**config.mk**
```make
export PLATFORM = sky130hd
export DESIGN_NAME = pdf_stream_delimiter_scanner
export DESIGN_NICKNAME = d
export VERILOG_FILES = /design/src/hdl/pdfsd_pkg.sv /design/src/hdl/pdf_stream_delimiter_scanner.sv /design/src/hdl/pdfsd_match.sv /design/src/hdl/pdfsd_core.sv
export SDC_FILE = /design/constraint.sdc
export NUM_CORES = 1
export LEC_CHECK = 0
export BUFFER_PORTS_ARGS = -buffer_cell sky130_fd_sc_hd__buf_2
export CAP_MARGIN = 20
export CORE_UTILIZATION = 50
export CTS_BUF_LIST = sky130_fd_sc_hd__clkbuf_4 sky130_fd_sc_hd__clkbuf_8
export CTS_CLUSTER_SIZE = 28
export DETAILED_ROUTE_END_ITERATION = 10
export PLACE_DENSITY = 0.67
export SYNTH_ARGS = -nofsm -noshare
export SYNTH_HDL_FRONTEND = slang
export SYNTH_HIERARCHICAL = 1
export SYNTH_SLANG_ARGS = --single-unit
```
**constraint.sdc**
```tcl
create_clock -name i_clk -period 5.1 [get_ports i_clk]
set_input_delay 0.255 -clock i_clk [delete_from_list [all_inputs] [get_ports i_clk]]
set_output_delay 0.255 -clock i_clk [all_outputs]
set_load 0.05 [all_outputs]
```
**src/hdl/pdfsd_pkg.sv**
```systemverilog
// ----------------------------------------------------------------------------
// pdfsd_pkg
// Shared types and constants of the stream delimiter scanner: scan modes,
// event codes, counter width and the byte patterns looked for in the window.
// ----------------------------------------------------------------------------
package pdfsd_pkg;

    // Width of the payload byte counter (saturating).
    localparam int unsigned COUNT_BITS = 32;
    // Width of the reported payload length.
    localparam int unsigned LEN_BITS   = 32;
    // History window: ten bytes, newest byte in the lowest bits.
    localparam int unsigned WIN_BYTES  = 10;
    localparam int unsigned WIN_BITS   = WIN_BYTES * 8;

    // Bytes of delimiter trailing the payload for each end form.
    localparam logic [COUNT_BITS-1:0] END_LF_SUB = COUNT_BITS'(10);
    localparam logic [COUNT_BITS-1:0] END_CR_SUB = COUNT_BITS'(11);

    // Patterns, last byte lowest.
    localparam logic [55:0] PAT_STREAM_LF    = 56'h73_74_72_65_61_6D_0A;
    localparam logic [63:0] PAT_STREAM_CRLF  = 64'h73_74_72_65_61_6D_0D_0A;
    localparam logic [79:0] PAT_ENDSTREAM_LF = 80'h65_6E_64_73_74_72_65_61_6D_0A;
    localparam logic [79:0] PAT_ENDSTREAM_CR = 80'h65_6E_64_73_74_72_65_61_6D_0D;
    localparam logic [55:0] PAT_ENDOBJ_LF    = 56'h65_6E_64_6F_62_6A_0A;
    localparam logic [55:0] PAT_ENDOBJ_CR    = 56'h65_6E_64_6F_62_6A_0D;

    typedef enum logic [1:0] {
        MODE_SEARCH = 2'd0,
        MODE_FIRST  = 2'd1,
        MODE_SCAN   = 2'd2
    } t_mode;

    typedef enum logic [1:0] {
        EV_NONE  = 2'd0,
        EV_START = 2'd1,
        EV_END   = 2'd2,
        EV_ABORT = 2'd3
    } t_event;

    // Pattern hits on the window after the new byte is shifted in.
    typedef struct packed {
        logic stream_lf;
        logic stream_crlf;
        logic endstream_lf;
        logic endstream_cr;
        logic endobj_lf;
        logic endobj_cr;
    } t_match;

endpackage

```
**src/hdl/pdf_stream_delimiter_scanner.sv**
```systemverilog
// ----------------------------------------------------------------------------
// pdf_stream_delimiter_scanner
// Byte stream scanner that finds PDF stream payloads and reports their length.
// ----------------------------------------------------------------------------
//  channel  | dir | tdata                       | tuser           | tlast
//  ---------+-----+-----------------------------+-----------------+------------
//  s_axis   | in  | [7:0] data_byte             | -               | end_of_data
//  m_axis   | out | [31:0] payload_length       | [1:0] event_res | -
//
//  One result beat for every input beat, in order. One beat per cycle
//  sustained while m_axis takes every beat: a byte passes from the input
//  register through the pattern compares and the counter to the result
//  register, with no further register in between.
//  Reset (synchronous, active low) empties both registers and returns the
//  scan to searching with a cleared window and count.
//  A stall on m_axis holds the result; one more byte is held in the input
//  register before s_axis_tready drops.
// ----------------------------------------------------------------------------
module pdf_stream_delimiter_scanner (
    input  logic        i_clk,
    input  logic        i_rst_n,
    // input byte stream
    input  logic        s_axis_tvalid,
    output logic        s_axis_tready,
    input  logic [7:0]  s_axis_tdata,   // [7:0] data_byte
    input  logic        s_axis_tlast,   // end_of_data
    // result stream
    output logic        m_axis_tvalid,
    input  logic        m_axis_tready,
    output logic [31:0] m_axis_tdata,   // [31:0] payload_length
    output logic [1:0]  m_axis_tuser    // [1:0] event_res
);

    logic                               r_in_vld;
    logic [7:0]                         r_in_byte;
    logic                               r_in_eod;

    logic                               r_out_vld;
    pdfsd_pkg::t_event                  r_out_ev;
    logic [pdfsd_pkg::LEN_BITS-1:0]     r_out_len;

    logic                               adv;
    pdfsd_pkg::t_event                  core_ev;
    logic [pdfsd_pkg::LEN_BITS-1:0]     core_len;

    // Advance the held byte whenever the result slot is free or being emptied.
    assign adv           = r_in_vld && (!r_out_vld || m_axis_tready);
    assign s_axis_tready = !r_in_vld || adv;

    // Input register: take a new beat whenever it is empty or the held one moves on.
    always_ff @(posedge i_clk) begin
        if (!i_rst_n) begin
            r_in_vld <= 1'b0;
        end else if (s_axis_tready) begin
            r_in_vld <= s_axis_tvalid;
        end
    end

    always_ff @(posedge i_clk) begin
        if (s_axis_tready && s_axis_tvalid) begin
            r_in_byte <= s_axis_tdata;
            r_in_eod  <= s_axis_tlast;
        end
    end

    pdfsd_core u_core (
        .i_clk   (i_clk),
        .i_rst_n (i_rst_n),
        .i_adv   (adv),
        .i_byte  (r_in_byte),
        .i_eod   (r_in_eod),
        .o_event (core_ev),
        .o_len   (core_len)
    );

    // Result register: load on advance, drop the valid once the beat is taken.
    always_ff @(posedge i_clk) begin
        if (!i_rst_n) begin
            r_out_vld <= 1'b0;
        end else if (adv) begin
            r_out_vld <= 1'b1;
        end else if (m_axis_tready) begin
            r_out_vld <= 1'b0;
        end
    end

    always_ff @(posedge i_clk) begin
        if (adv) begin
            r_out_ev  <= core_ev;
            r_out_len <= core_len;
        end
    end

    assign m_axis_tvalid = r_out_vld;
    assign m_axis_tdata  = r_out_len;
    assign m_axis_tuser  = r_out_ev;

endmodule

```
**src/hdl/pdfsd_match.sv**
```systemverilog
// ----------------------------------------------------------------------------
// pdfsd_match
// Parallel fixed-pattern compares on the tail of the history window.
// ----------------------------------------------------------------------------
module pdfsd_match (
    input  logic [pdfsd_pkg::WIN_BITS-1:0] i_win,
    output pdfsd_pkg::t_match              o_match
);

    always_comb begin
        o_match.stream_lf    = (i_win[55:0] == pdfsd_pkg::PAT_STREAM_LF);
        o_match.stream_crlf  = (i_win[63:0] == pdfsd_pkg::PAT_STREAM_CRLF);
        o_match.endstream_lf = (i_win[79:0] == pdfsd_pkg::PAT_ENDSTREAM_LF);
        o_match.endstream_cr = (i_win[79:0] == pdfsd_pkg::PAT_ENDSTREAM_CR);
        o_match.endobj_lf    = (i_win[55:0] == pdfsd_pkg::PAT_ENDOBJ_LF);
        o_match.endobj_cr    = (i_win[55:0] == pdfsd_pkg::PAT_ENDOBJ_CR);
    end

endmodule

```
**src/hdl/pdfsd_core.sv**
```systemverilog
// ----------------------------------------------------------------------------
// pdfsd_core
// Scan state, history window and payload counter; works out the event and
// length of one byte and advances the state when the byte moves on.
// ----------------------------------------------------------------------------
module pdfsd_core (
    input  logic                            i_clk,
    input  logic                            i_rst_n,
    input  logic                            i_adv,
    input  logic [7:0]                      i_byte,
    input  logic                            i_eod,
    output pdfsd_pkg::t_event               o_event,
    output logic [pdfsd_pkg::LEN_BITS-1:0]  o_len
);

    localparam int unsigned CB = pdfsd_pkg::COUNT_BITS;
    localparam int unsigned LB = pdfsd_pkg::LEN_BITS;

    pdfsd_pkg::t_mode                    r_mode, n_mode;
    logic [pdfsd_pkg::WIN_BITS-1:0]      r_win,  n_win;
    logic [CB-1:0]                       r_cnt,  n_cnt;

    logic [pdfsd_pkg::WIN_BITS-1:0]      w_shift;
    logic [CB-1:0]                       cnt_inc;
    pdfsd_pkg::t_match                   hit;
    logic                                start_hit;
    logic                                abort_hit;

    // Count minus the delimiter length, clamped at zero and at the length width.
    function automatic logic [LB-1:0] sat_len(input logic [CB-1:0] cnt,
                                              input logic [CB-1:0] sub);
        logic [CB-1:0] diff;
        diff = (cnt > sub) ? (cnt - sub) : '0;
        if ((diff >> LB) != '0) begin
            sat_len = '1;
        end else begin
            sat_len = LB'(diff);
        end
    endfunction

    assign w_shift = {r_win[pdfsd_pkg::WIN_BITS-9:0], i_byte};
    assign cnt_inc = (r_cnt != '1) ? (r_cnt + CB'(1)) : r_cnt;

    pdfsd_match u_match (
        .i_win   (w_shift),
        .o_match (hit)
    );

    assign start_hit = (hit.stream_lf || hit.stream_crlf) &&
                       !hit.endstream_lf && !hit.endstream_cr;
    assign abort_hit = hit.endobj_lf || hit.endobj_cr ||
                       (hit.stream_lf && !hit.endstream_lf) ||
                       (hit.stream_crlf && !hit.endstream_cr);

    always_ff @(posedge i_clk) begin
        if (!i_rst_n) begin
            r_mode <= pdfsd_pkg::MODE_SEARCH;
            r_win  <= '0;
            r_cnt  <= '0;
        end else if (i_adv) begin
            r_mode <= n_mode;
            r_win  <= n_win;
            r_cnt  <= n_cnt;
        end
    end

    always_comb begin
        n_mode  = r_mode;
        n_win   = r_win;
        n_cnt   = r_cnt;
        o_event = pdfsd_pkg::EV_NONE;
        o_len   = '0;
        unique case (r_mode) inside
            pdfsd_pkg::MODE_FIRST, pdfsd_pkg::MODE_SCAN: begin
                if (i_eod) begin
                    o_event = pdfsd_pkg::EV_ABORT;
                    n_mode  = pdfsd_pkg::MODE_SEARCH;
                    n_win   = '0;
                    n_cnt   = '0;
                end else if (r_mode == pdfsd_pkg::MODE_FIRST) begin
                    // first payload byte: neither shifted in nor counted
                    n_mode = pdfsd_pkg::MODE_SCAN;
                    n_cnt  = '0;
                end else begin
                    n_win = w_shift;
                    n_cnt = cnt_inc;
                    if (abort_hit || hit.endstream_lf || hit.endstream_cr) begin
                        n_mode = pdfsd_pkg::MODE_SEARCH;
                        n_win  = '0;
                        n_cnt  = '0;
                    end
                    if (abort_hit) begin
                        o_event = pdfsd_pkg::EV_ABORT;
                    end else if (hit.endstream_lf) begin
                        o_event = pdfsd_pkg::EV_END;
                        o_len   = sat_len(cnt_inc, pdfsd_pkg::END_LF_SUB);
                    end else if (hit.endstream_cr) begin
                        o_event = pdfsd_pkg::EV_END;
                        o_len   = sat_len(cnt_inc, pdfsd_pkg::END_CR_SUB);
                    end
                end
            end
            default: begin
                // searching, and the unused mode code treated the same
                n_mode = pdfsd_pkg::MODE_SEARCH;
                if (i_eod) begin
                    n_win = '0;
                    n_cnt = '0;
                end else if (start_hit) begin
                    o_event = pdfsd_pkg::EV_START;
                    n_mode  = pdfsd_pkg::MODE_FIRST;
                    n_win   = '0;
                    n_cnt   = '0;
                end else begin
                    n_win = w_shift;
                end
            end
        endcase
    end

endmodule

```
==> impl_metrics.yaml <==
run:
  drv_cap: 0
logic_synthesis:
  synthMuxAreaShare_pct: 0.969
  syn_nets: 989
  syn_inst: 972
  ys_seq_area_share_pct: 41.1
  synthAdderAreaFrac_pct: 0.596
  synth_top_family_by_area: "simple AND/OR/NAND/NOR gates"
  synth_edf_count: 43
  synth.distinct_cells: 87
  syn-mean-instance-area_um2: 8.64
  synth-xor-area-share_pct: 4.28
  synthSimpleGateAreaFrac_pct: 27.8
  synthFlopType: "dfxtp_1"
  synth_compound_area_share_pct: 21.2
  yosys_register_bits: 151
  synth_warnings: 6
  syn_area_um2: 8400
  synthArstFlopShare_pct: 0
drt:
  wl_per_cell_um: 18.3
  first_pass_iters: 5
  dr.first_iter.drc_count: 655
  num_vias: 7708
  via_per_inst: 6.17
  drcViolationCount: 0
  wirelength_mm: 22.9
  antenna_left: 0
clock_network:
  cts_tree: "done"
  clockBufferDepth: 2
  h-tree-depth: 4
  cts_sinks: 151
  postCtsSetupRepairBufs: 0
  clkTransAtPathRegs_ns: 0.08
  clock_latency_ns: 0.46
  root_buffer: "clkbuf_8"
  cts_buffers: 17
sta:
  tns_ns: 0
  drv_slew: 0
  hold_slack_ns: 0.0432
  worstMarginPinSlew_ns: 1.08
  hold_viol: 0
  clock_skew_ns: 0.0145
  timing.final.crit_share_pct: 94.6
  max_freq_ghz: 0.207
  period_minus_slack_ns: 4.82
  finalSetupViolCount: 0
  rsz0062_at_grt: "false"
  max_slew_margin_pct: 26.1
power:
  clkPwrFrac_pct: 41.7
  p_int_mw: 1.82
  total_power_mw: 2.39
  seq_power_share_pct: 52.7
  switchingPower_mw: 0.570
  combPwrFrac_pct: 5.6
  power_density_nw_per_um2: 253
  netSwitchingFraction_pct: 23.8
  ir_drop_mv: 0.155
  leakagePower_nw: 3.33
cells_and_area:
  fin_cells: 1250
  drive_gt1_share_pct: 15.7
  fin_nets: 1035
  regArea_um2: 3450
  final_common_cell: "nor2_1"
  fin_area_um2: 9450
  nFillCells: 1523
  final_cell_mix: "176 x nor2_1, 108 x dfxtp_1, 91 x a22oi_1, 63 x a21oi_1, 59 x nand2_1"
  antenna_cells: 0
  syn_to_final_growth_pct: 12.5
  multi_input_area_um2: 4620
worst_setup_path:
  startpoint: "u_core/r_cnt[1]"
  required_ns: 5.30
  path_max_fanout: 9
  cp.arrival_ns: 5.03
  rr_startpoint: "u_core/r_cnt[1]"
  endpoint_kind: "flop"
  start_kind: "flop"
  critPathKind: "reg -> reg"
  r2r-end: "m_axis_tdata[24]"
  reg2regPathDepth: 11
  r2r_setup_slack_ns: 0.28
die:
  fp.dieW_um: 132
  coreArea_um2: 16500
  die_area_um2: 17300
  row_count: 47
  floorplan.initialDensity_pct: 51.0
  num_io_pins: 49
  die_y_um: 132
placement:
  gp_congestion: 0.972
  placedCellCount: 1210
  dpl_cell_area_um2: 8930
  port_buffers: 48
  post-dp-hpwl_mm: 16.5
global_route:
  track_usage_pct: 26.7
  grt_pass1_wl_mm: 36.9
  antenna_found_initial: 0
  grt_pass1_vias: 7032
  grt_overflow: 0
  grt_max_degree: 74
worst_hold_path:
  hold_start: "i_rst_n"
  worstHoldPathCells: 2
  min_path_type: "in -> reg"
  holdPathEnd: "m_axis_tvalid"
run_status:
  status: "complete, no violations"
## per-stage QoR
step | util [%] | setup WS [ns]
floorplan | - | 0.905
global placement | 54.2 | 0.450
detailed placement | 54.2 | 0.352
CTS | 57.4 | 0.324
global route | 57.4 | 0.0609
finish | 57.4 | 0.276
## what timing repair did
action,4_1_cts,5_1_grt
gates resized for setup,0,0
hold buffers,9,0
hold endpoints to repair,9,0
## state kept, by name (all words and copies together) (netlist names)
signal and flops:
m_axis_tdata 32, m_axis_tuser 2, m_axis_tvalid 1, r_in_byte 8, r_in_eod 1, r_in_vld 1
u_core/r_cnt 32, u_core/r_mode 2, u_core/r_win 72
## power groups by stage
stage               clock, mW  combinational, mW  sequential (mW)
finish                  0.999              0.133             1.26
CTS                      1.02              0.134             1.26
detailed placement          0              0.129             1.29
global placement            0              0.129             1.29
global route             1.06              0.141             1.26
floorplan                   0             0.0455             1.34
## cell usage after synthesis (10+ instances only)
master / n / area, µm²
o21ai_0: 17 / 85.1
and3_1: 10 / 62.6
buf_2: 12 / 60.1
xor2_1: 17 / 149
xnor2_1: 24 / 210
nand3_1: 24 / 120
dfxtp_1: 108 / 2160
nand4_1: 20 / 125
nand2_1: 59 / 221
and2_1: 10 / 62.6
a21oi_1: 63 / 315
clkbuf_1: 53 / 199
nor2_1: 177 / 664
nor3_1: 22 / 110
a22oi_1: 91 / 683
edfxtp_1: 43 / 1290
## metal layers
layer	GRT usage, %	vias up	routed length (µm)
li1	-	3706	-
met4	11.8	0	741
met2	45.1	300	11200
met5	0	-	0
met1	33.4	3650	9770
met3	4.59	52	1280
## kinds of logic after synthesis
| logic type | Yosys count |
|---|---|
| flops | 151 |
| xor+xnor | 41 |
| simple gates | 433 |
| compound gates | 255 |
| mux | 8 |
| buf+inv | 80 |
| fa+ha+maj | 4 |
## final cells by class
cell class / instances / area share (%)
repair buffers: 98 / 6.75
clock buffers: 19 / 2.64
flip-flops and latches: 151 / 36.6
well taps: 220 / 2.91
inverters: 9 / 0.358
multi-input cells: 741 / 48.9
clock inverters: 12 / 1.88
## critical path: stages (launching register included)
cell	delay, ns
dfxtp_1	0.46
ha_1	0.41
nand4_4	0.19
or4_1	0.75
o2111ai_1	0.37
mux2i_1	0.38
nand4_1	0.18
or4_1	0.73
o31ai_4	0.39
nor2_1	0.16
a32oi_1	0.43
o21ai_1	0.13
## how the worst max path moves through the flow
stage | to | slack (ns) | cells after the start
final | m_axis_tdata[24] | 0.28 | 11
after global routing | m_axis_tdata[18] | 0.06 | 11
after CTS | m_axis_tdata[18] | 0.32 | 11
after detailed placement | m_axis_tdata[18] | 0.35 | 11
after global placement | m_axis_tdata[26] | 0.45 | 11
after floorplan | m_axis_tdata[21] | 0.90 | 16
(Power assumes the default switching activity.)
